$ cat config.mk
export PLATFORM = sky130hd
export DESIGN_NAME = periodic_priority_task_scheduler
export DESIGN_NICKNAME = d
export VERILOG_FILES = /design/src/rtl/ppts_pkg.sv /design/src/rtl/ppts_cell.sv /design/src/rtl/periodic_priority_task_scheduler.sv
export SDC_FILE = /design/constraint.sdc
export NUM_CORES = 2
export LEC_CHECK = 0
export ABC_AREA = 1
export BUFFER_PORTS_ARGS = -buffer_cell sky130_fd_sc_hd__buf_2
export CELL_PAD_IN_SITES_DETAIL_PLACEMENT = 1
export CELL_PAD_IN_SITES_GLOBAL_PLACEMENT = 2
export CORE_MARGIN = 2
export CORE_UTILIZATION = 40
export DETAILED_ROUTE_END_ITERATION = 12
export GPL_ROUTABILITY_DRIVEN = 0
export GPL_TIMING_DRIVEN = 1
export PLACE_DENSITY = 0.82
export SYNTH_ARGS = -nofsm -noshare
export SYNTH_HDL_FRONTEND = slang
export SYNTH_SLANG_ARGS = --single-unit
$ cat constraint.sdc
create_clock -name i_clk -period 13.15 [get_ports i_clk]
set_input_delay 0.6575 -clock i_clk [delete_from_list [all_inputs] [get_ports i_clk]]
set_output_delay 0.6575 -clock i_clk [all_outputs]
set_load 0.02 [all_outputs]
$ cat src/rtl/ppts_pkg.sv
// Shared types, codes and defaults for the periodic priority task scheduler.
// Used by ppts_cell, the top level and ppts_checker; depends on nothing.
package ppts_pkg;

    localparam int NUM_SLOTS_DEF   = 8;
    localparam int NUM_EVENTS_DEF  = 2;
    localparam int COUNT_WIDTH_DEF = 16;

    // widest slot index and counter over the supported parameter range
    localparam int IDX_W     = 5;
    localparam int CNT_W_MAX = 32;

    localparam logic [2:0] KIND_TICK         = 3'd0;
    localparam logic [2:0] KIND_EVENT        = 3'd1;
    localparam logic [2:0] KIND_STOP         = 3'd2;
    localparam logic [2:0] KIND_ADD_PERIODIC = 3'd3;
    localparam logic [2:0] KIND_ADD_EVENT    = 3'd4;

    typedef struct packed {
        logic [2:0]  kind;
        logic        event_id;
        logic [15:0] task_period;
        logic [7:0]  task_priority;
        logic [31:0] task_address;
    } t_in_item;

    typedef struct packed {
        logic [2:0]  run_slot;
        logic [31:0] run_address;
        logic        switched;
        logic [2:0]  added_slot;
        logic        table_full;
    } t_out_item;

    typedef enum logic [1:0] {
        ST_FREE,
        ST_STOPPED,
        ST_SUSPENDED,
        ST_RUNNING
    } t_status;

    typedef enum logic [2:0] {
        OP_NONE,
        OP_TICK,
        OP_WAKE,
        OP_STOP,
        OP_ADD,
        OP_SWITCH
    } t_cmd_op;

    typedef enum logic [1:0] {
        S_IDLE,
        S_SCAN,
        S_DONE
    } t_state;

    typedef struct packed {
        t_cmd_op                op;
        logic [IDX_W-1:0]       idx_a;
        logic [IDX_W-1:0]       idx_b;
        logic                   add_event;
        logic [CNT_W_MAX-1:0]   period;
        logic [7:0]             priority_val;
        logic [31:0]            address;
    } t_cmd;

    typedef struct packed {
        logic             valid;
        logic             has_best;
        logic [7:0]       best_pri;
        logic [IDX_W-1:0] best_idx;
        logic             has_free;
        logic [IDX_W-1:0] free_idx;
    } t_scan;

endpackage

$ cat src/rtl/ppts_cell.sv
// One slot of the scheduler table: status, counter, period, priority, address.
// Folds its slot into the registered scan carry passed to the next cell; uses ppts_pkg.
module ppts_cell #(
    parameter int CELL_IDX    = 0,
    parameter int COUNT_WIDTH = ppts_pkg::COUNT_WIDTH_DEF
) (
    input  logic            i_clk,
    input  logic            i_rst_n,
    input  ppts_pkg::t_cmd  i_cmd,
    input  ppts_pkg::t_scan i_scan,
    output ppts_pkg::t_scan o_scan,
    output logic [31:0]     o_address
);

    ppts_pkg::t_status       r_status,   n_status;
    logic [COUNT_WIDTH-1:0]  r_count,    n_count;
    logic [COUNT_WIDTH-1:0]  r_period,   n_period;
    logic [7:0]              r_priority, n_priority;
    logic [31:0]             r_address,  n_address;
    ppts_pkg::t_scan         r_scan,     n_scan;

    logic                    w_sel_a;
    logic                    w_sel_b;
    logic                    w_active;
    logic [COUNT_WIDTH-1:0]  w_count_inc;

    assign w_sel_a     = (i_cmd.idx_a == ppts_pkg::IDX_W'(CELL_IDX));
    assign w_sel_b     = (i_cmd.idx_b == ppts_pkg::IDX_W'(CELL_IDX));
    assign w_count_inc = r_count + COUNT_WIDTH'(1);
    assign w_active    = (r_status == ppts_pkg::ST_SUSPENDED) ||
                         (r_status == ppts_pkg::ST_RUNNING);

    always_comb begin
        n_status   = r_status;
        n_count    = r_count;
        n_period   = r_period;
        n_priority = r_priority;
        n_address  = r_address;
        unique case (i_cmd.op)
            ppts_pkg::OP_TICK: begin
                if (r_period != '0) begin
                    n_count = (w_count_inc == r_period) ? '0 : w_count_inc;
                end
                if (n_count == '0 && r_status == ppts_pkg::ST_STOPPED) begin
                    n_status = ppts_pkg::ST_SUSPENDED;
                end
            end
            ppts_pkg::OP_WAKE: begin
                if (w_sel_a) begin
                    n_status = ppts_pkg::ST_SUSPENDED;
                end
            end
            ppts_pkg::OP_STOP: begin
                if (w_sel_a) begin
                    n_status = ppts_pkg::ST_STOPPED;
                end
            end
            ppts_pkg::OP_ADD: begin
                if (w_sel_a) begin
                    n_status   = ppts_pkg::ST_STOPPED;
                    n_address  = i_cmd.address;
                    n_priority = i_cmd.priority_val;
                    if (i_cmd.add_event) begin
                        n_period = '0;
                        n_count  = COUNT_WIDTH'(1);
                    end else begin
                        n_period = i_cmd.period[COUNT_WIDTH-1:0];
                        n_count  = '0;
                    end
                end
            end
            ppts_pkg::OP_SWITCH: begin
                if (w_sel_a) begin
                    n_status = ppts_pkg::ST_RUNNING;
                end else if (w_sel_b && r_status == ppts_pkg::ST_RUNNING) begin
                    n_status = ppts_pkg::ST_SUSPENDED;
                end
            end
            default: begin
            end
        endcase
    end

    always_comb begin
        n_scan = i_scan;
        if (w_active && (!i_scan.has_best || r_priority > i_scan.best_pri)) begin
            n_scan.has_best = 1'b1;
            n_scan.best_pri = r_priority;
            n_scan.best_idx = ppts_pkg::IDX_W'(CELL_IDX);
        end
        if (!i_scan.has_free && r_status == ppts_pkg::ST_FREE) begin
            n_scan.has_free = 1'b1;
            n_scan.free_idx = ppts_pkg::IDX_W'(CELL_IDX);
        end
    end

    always_ff @(posedge i_clk) begin
        if (!i_rst_n) begin
            r_status   <= (CELL_IDX == 0) ? ppts_pkg::ST_RUNNING : ppts_pkg::ST_FREE;
            r_count    <= '0;
            r_period   <= COUNT_WIDTH'(1);
            r_priority <= '0;
            r_scan     <= '0;
        end else begin
            r_status   <= n_status;
            r_count    <= n_count;
            r_period   <= n_period;
            r_priority <= n_priority;
            r_scan     <= n_scan;
        end
    end

    always_ff @(posedge i_clk) begin
        r_address <= n_address;
    end

    assign o_scan    = r_scan;
    assign o_address = r_address;

endmodule

$ cat src/rtl/periodic_priority_task_scheduler.sv
// Top level of the periodic priority task scheduler: control, event map, output register.
// Instantiates a row of ppts_cell; uses ppts_pkg.
//
//   channel   direction  handshake                    payload
//   input     in         i_in_valid / o_in_stall      i_in_data  (t_in_item)
//   output    out        o_out_valid / i_out_stall    o_out_data (t_out_item)
//   config    in         i_cfg_wr_en                  i_cfg_wr_data (idle address)
//
// No new item is taken before the last one is done: the idle state takes the item, the scan
// state walks the pick and free search down the cell row and captures it, then the done state
// applies the switch or add and loads the result once the output register is free.
// An item is taken while a finished result still waits in the output register.
// Synchronous active-low reset; slot 0 comes out running with all other slots free.
module periodic_priority_task_scheduler #(
    parameter int NUM_SLOTS   = ppts_pkg::NUM_SLOTS_DEF,
    parameter int NUM_EVENTS  = ppts_pkg::NUM_EVENTS_DEF,
    parameter int COUNT_WIDTH = ppts_pkg::COUNT_WIDTH_DEF
) (
    input  logic                i_clk,
    input  logic                i_rst_n,
    input  logic                i_in_valid,
    output logic                o_in_stall,
    input  ppts_pkg::t_in_item  i_in_data,
    output logic                o_out_valid,
    input  logic                i_out_stall,
    output ppts_pkg::t_out_item o_out_data,
    input  logic                i_cfg_wr_en,
    input  logic [31:0]         i_cfg_wr_data
);

    localparam int SW = $clog2(NUM_SLOTS);
    localparam int EW = (NUM_EVENTS > 1) ? $clog2(NUM_EVENTS) : 1;

    ppts_pkg::t_state    r_state, n_state;
    ppts_pkg::t_in_item  r_item;
    ppts_pkg::t_scan     r_scan;
    ppts_pkg::t_out_item r_out, n_out;
    logic                r_out_valid;
    logic                r_start;
    logic [SW-1:0]       r_current;
    logic [31:0]         r_idle_address;
    logic                r_ev_valid [NUM_EVENTS];
    logic [SW-1:0]       r_ev_slot  [NUM_EVENTS];

    ppts_pkg::t_scan     w_chain [NUM_SLOTS+1];
    logic [31:0]         w_addr  [NUM_SLOTS];
    ppts_pkg::t_cmd      w_cmd;
    logic                w_take;
    logic                w_done;
    logic                w_out_free;
    logic                w_is_tick;
    logic                w_is_add;
    logic                w_switch;
    logic [SW-1:0]       w_best;
    logic [SW-1:0]       w_free;
    logic [SW-1:0]       w_new_cur;
    logic [EW-1:0]       w_in_ev;
    logic [EW-1:0]       w_item_ev;
    logic                w_in_ev_ok;
    logic                w_item_ev_ok;

    assign w_take       = i_in_valid && !o_in_stall;
    assign w_out_free   = !r_out_valid || !i_out_stall;
    assign w_is_tick    = (r_item.kind == ppts_pkg::KIND_TICK);
    assign w_is_add     = (r_item.kind == ppts_pkg::KIND_ADD_PERIODIC) ||
                          (r_item.kind == ppts_pkg::KIND_ADD_EVENT);
    assign w_best       = r_scan.best_idx[SW-1:0];
    assign w_free       = r_scan.free_idx[SW-1:0];
    assign w_switch     = w_is_tick && (w_best != r_current);
    assign w_new_cur    = w_switch ? w_best : r_current;
    assign w_in_ev      = EW'(i_in_data.event_id);
    assign w_item_ev    = EW'(r_item.event_id);
    assign w_in_ev_ok   = (int'(i_in_data.event_id) < NUM_EVENTS);
    assign w_item_ev_ok = (int'(r_item.event_id) < NUM_EVENTS);

    always_comb begin
        w_chain[0]          = '0;
        w_chain[0].valid    = r_start;
    end

    for (genvar g = 0; g < NUM_SLOTS; g++) begin : g_cell
        ppts_cell #(
            .CELL_IDX    (g),
            .COUNT_WIDTH (COUNT_WIDTH)
        ) u_cell (
            .i_clk     (i_clk),
            .i_rst_n   (i_rst_n),
            .i_cmd     (w_cmd),
            .i_scan    (w_chain[g]),
            .o_scan    (w_chain[g+1]),
            .o_address (w_addr[g])
        );
    end

    always_comb begin
        n_state = r_state;
        unique case (r_state)
            ppts_pkg::S_IDLE: begin
                if (w_take) begin
                    n_state = ppts_pkg::S_SCAN;
                end
            end
            ppts_pkg::S_SCAN: begin
                if (w_chain[NUM_SLOTS].valid) begin
                    n_state = ppts_pkg::S_DONE;
                end
            end
            ppts_pkg::S_DONE: begin
                if (w_out_free) begin
                    n_state = ppts_pkg::S_IDLE;
                end
            end
            default: n_state = ppts_pkg::S_IDLE;
        endcase
    end

    always_comb begin
        o_in_stall = 1'b1;
        w_done     = 1'b0;
        w_cmd      = '0;
        w_cmd.op   = ppts_pkg::OP_NONE;
        unique case (r_state)
            ppts_pkg::S_IDLE: begin
                o_in_stall = 1'b0;
                if (i_in_valid) begin
                    priority if (i_in_data.kind == ppts_pkg::KIND_TICK) begin
                        w_cmd.op = ppts_pkg::OP_TICK;
                    end else if (i_in_data.kind == ppts_pkg::KIND_EVENT) begin
                        if (w_in_ev_ok && r_ev_valid[w_in_ev]) begin
                            w_cmd.op    = ppts_pkg::OP_WAKE;
                            w_cmd.idx_a = ppts_pkg::IDX_W'(r_ev_slot[w_in_ev]);
                        end
                    end else if (i_in_data.kind == ppts_pkg::KIND_STOP) begin
                        if (r_current != '0) begin
                            w_cmd.op    = ppts_pkg::OP_STOP;
                            w_cmd.idx_a = ppts_pkg::IDX_W'(r_current);
                        end
                    end
                end
            end
            ppts_pkg::S_SCAN: begin
            end
            ppts_pkg::S_DONE: begin
                if (w_out_free) begin
                    w_done = 1'b1;
                    priority if (w_switch) begin
                        w_cmd.op    = ppts_pkg::OP_SWITCH;
                        w_cmd.idx_a = ppts_pkg::IDX_W'(w_best);
                        w_cmd.idx_b = ppts_pkg::IDX_W'(r_current);
                    end else if (w_is_add && r_scan.has_free) begin
                        w_cmd.op           = ppts_pkg::OP_ADD;
                        w_cmd.idx_a        = ppts_pkg::IDX_W'(w_free);
                        w_cmd.add_event    = (r_item.kind == ppts_pkg::KIND_ADD_EVENT);
                        w_cmd.period       = ppts_pkg::CNT_W_MAX'(r_item.task_period);
                        w_cmd.priority_val = r_item.task_priority;
                        w_cmd.address      = r_item.task_address;
                    end
                end
            end
            default: begin
            end
        endcase
    end

    always_comb begin
        n_out             = '0;
        n_out.run_slot    = 3'(w_new_cur);
        n_out.run_address = (w_new_cur == '0) ? r_idle_address : w_addr[w_new_cur];
        n_out.switched    = w_switch;
        if (w_is_add) begin
            n_out.added_slot = r_scan.has_free ? 3'(w_free) : 3'd0;
            n_out.table_full = !r_scan.has_free;
        end
    end

    always_ff @(posedge i_clk) begin
        if (!i_rst_n) begin
            r_state        <= ppts_pkg::S_IDLE;
            r_start        <= 1'b0;
            r_current      <= '0;
            r_out_valid    <= 1'b0;
            r_idle_address <= '0;
        end else begin
            r_state <= n_state;
            r_start <= w_take;
            if (w_done && w_switch) begin
                r_current <= w_best;
            end
            if (w_done) begin
                r_out_valid <= 1'b1;
            end else if (!i_out_stall) begin
                r_out_valid <= 1'b0;
            end
            if (i_cfg_wr_en) begin
                r_idle_address <= i_cfg_wr_data;
            end
        end
    end

    always_ff @(posedge i_clk) begin
        if (w_take) begin
            r_item <= i_in_data;
        end
        if (w_chain[NUM_SLOTS].valid) begin
            r_scan <= w_chain[NUM_SLOTS];
        end
        if (w_done) begin
            r_out <= n_out;
        end
    end

    always_ff @(posedge i_clk) begin
        if (!i_rst_n) begin
            for (int e = 0; e < NUM_EVENTS; e++) begin
                r_ev_valid[e] <= 1'b0;
            end
        end else if (w_done && r_item.kind == ppts_pkg::KIND_ADD_EVENT &&
                     r_scan.has_free && w_item_ev_ok) begin
            r_ev_valid[w_item_ev] <= 1'b1;
        end
    end

    always_ff @(posedge i_clk) begin
        if (w_done && r_item.kind == ppts_pkg::KIND_ADD_EVENT &&
            r_scan.has_free && w_item_ev_ok) begin
            r_ev_slot[w_item_ev] <= w_free;
        end
    end

    assign o_out_valid = r_out_valid;
    assign o_out_data  = r_out;

endmodule

==> metrics <==
most frequent cell after synthesis=nand2_1; Fmax=206 MHz; hold_ws=0.145 ns; share of flip-flops with an asynchronous set or reset=0; CORE AREA=98,600 um^2; sequential area share after synthesis=0.500; Row Count=115; multi-input logic area=17,300 um^2; top cells by area, synth=edfxtp_1 25%, dfxtp_1 25%, nand2_1 14%; total CTS buffers=94; maximum buffer depth of the clock tree=3; CP required=13.66 ns; DRT iter0 DRCs=approximately 2,300; Mapped Nets=5,428; Fin Setup TNS=0 ns; Skew-Pair Late Insertion Delay=0.69 ns; CP cell instances=nor2_1, nand2_1, inv_1, nand2_2, buf_4, inv_2, nand2_2, nor2_2, nor3b_2, inv_1, nor2_1, nand2_1, nor2_2, inv_1, nand2_1, inv_1, nand2_1, a21oi_1; slowest cell on the critical path=nor2_2; H-tree depth=3; Max-Slew Margin vs Limit=0.247; Crit Path Max Fanout=between 40 and 50; Yosys top cell by area=edfxtp_1; Worst-Margin Slew=1.13 ns; total power=5.62 mW; Top Ports=between 100 and 150; register area=19,900 um^2; area growth from synthesis to layout=12.3%; Pwr per Cell Area=126 nW/um^2; final setup fails=0; CTS tree=done; vias in the first global route=~36,000; grt ovf=0; Yosys reg bits=827; ANT nets after route=0; Leak=approximately 17 nW; Root Buffer=clkbuf_16; Setup WS pre-CTS=between 8 and 9 ns; max-slew violations=0; post-route setup slack=8.29 ns; synth unique cells=between 50 and 60; initial antenna violation count=10; syn avg cell area=7.57 um^2; number of synthesized flops with an enable pin=337; PortBufs=138; Tmin final=4.86 ns; Final Skew=0.0350 ns; max cap viols=0; crit path kind=flip-flop to flip-flop; Setup Fix Bufs, Post-CTS=0; Die Footprint=102,000 um^2; Initial Util=0.405; period utilization=0.370; DR vias/cell=5.34; Setup crit start kind=flip-flop; worst hold path class=primary input to flip-flop; RSZ-0062 raised after global routing=false; Ys Warns=0; clk sink count=827; dominant synthesized flop cell=dfxtp_1; synthesized area=~40,000 um^2; routed via count=35,720; Worst Setup End Kind=flip-flop; number of fill cells=12,121; run status=finished clean; HPWL Detailed=90.7 mm; Placed Area=41,600 um^2; final instance area=44,800 um^2; Remaining DRCs=0; DRT Wirelength=136 mm; critical path arrival=5.37 ns; layout cells sized above 1=0.0827; Worst path max stage delay=~0.79 ns; largest net degree at the start of global routing=202; Post-synth top cells=1,540 x nand2_1, 536 x nor2_1, 496 x nand3_1, 490 x dfxtp_1, 477 x inv_1; Final Hold Fails=0; Post-CTS Hold Fix Bufs=0; overall routing resource usage=0.263; Die Height=~320 um; Die Width=320 um; Synth top area share=0.254; clock-pin slew on the worst setup and hold paths=0.06 ns; # resized after CTS=0; worst vdd ir=around 0.087 mV; routed len/inst=20.3 um; final net count=5,477; first-pass GRT wire length=around 210 mm; First-pass DRT Iterations=5; Cells after Synth=around 5,300
## area by class of cell
class                      instances  area share
antenna                            2    0.000112
clock buffer                     126      0.0584
clock inverter                    50      0.0121
inverter                         491      0.0414
multi-input combinational       3729       0.385
sequential                       827       0.445
tap                             1287      0.0360
timing repair buffer             173      0.0218
## through the flow
stage | std cells | util
finish | 6685 | 0.454
floorplan | 5267 | -
CTS | 6683 | 0.454
global route | 6684 | 0.454
detailed placement | 6507 | 0.422
global placement | 6507 | 0.422
## registers in the layout (all words and copies together), names as in the netlist, 3 cells and up
name / count
g_cell.u_cell.o_address: 224
g_cell.u_cell.o_scan: 113
g_cell.u_cell.r_count: 128
g_cell.u_cell.r_period: 128
g_cell.u_cell.r_priority: 64
g_cell.u_cell.r_status: 16
o_out_data: 40
r_current: 3
r_ev_slot: 6
r_idle_address: 32
r_item: 59
r_scan: 7
## metal layers
layer  track usage  up-vias  wire length [um]
li1              -    17423                 -
met5             0        -                26
met1         0.365    17418             64000
met4        0.0807        4              4030
met3        0.0349      199              5990
met2         0.427      676             62000
## path summary, 6_finish.rpt
kind / startpoint / to / slack, ns / cells after the start
worst max-delay path: r_item[57] / g_cell[0].u_cell.r_count[1] / 8.29 / 18
worst min-delay path: i_in_data[2] / r_item[2] / 0.15 / 1
worst max register to register: r_item[57] / g_cell[0].u_cell.r_count[1] / 8.29 / 18
worst min register to register: g_cell[7].u_cell.o_scan[5] / r_scan[5] / 0.40 / 0
## power breakdown
part	internal [mW]	switching, mW	total [mW]
Clock	1.54	1.14	2.68
Sequential	2.69	0.0179	2.71
Combinational	0.0652	0.163	0.228
## worst max-delay path: cells and delay by family (launching register included)
family | cells | cell delay (ns)
AOI/OAI and AO/OA | 1 | 0.07
DFF | 1 | 0.36
and+or+nand+nor | 11 | 2.48
buffers and inverters | 6 | 1.77
## layout by cell type (no fill, tap or decap), types with 12 or more instances in the layout
master	n
nor3_1	14
a21oi_1	447
ha_1	64
dfxtp_1	490
o21ai_0	347
or2_2	12
inv_1	470
nor2_4	20
clkinv_1	19
clkbuf_8	13
edfxtp_1	337
o21ai_1	29
clkinv_2	16
clkbuf_1	19
nand3_1	496
inv_2	12
nand4_1	60
nor2_2	36
nor2_1	523
buf_4	34
nand2_1	1540
buf_2	137
nand2_2	28
clkbuf_16	95
## cell families after synthesis
group | after synthesis | share of synthesized area
AO/OA/AOI/OAI | 889 | 0.116
buffers and inverters | 711 | 0.0699
multiplexers | 1 | 0.000282
adder cells (fa/ha/maj) | 64 | 0.0201
flip-flops | 827 | 0.500
AND/OR/NAND/NOR | 2757 | 0.289
XOR/XNOR | 18 | 0.00464
No activity file was read; power rests on OpenSTA's default activity.
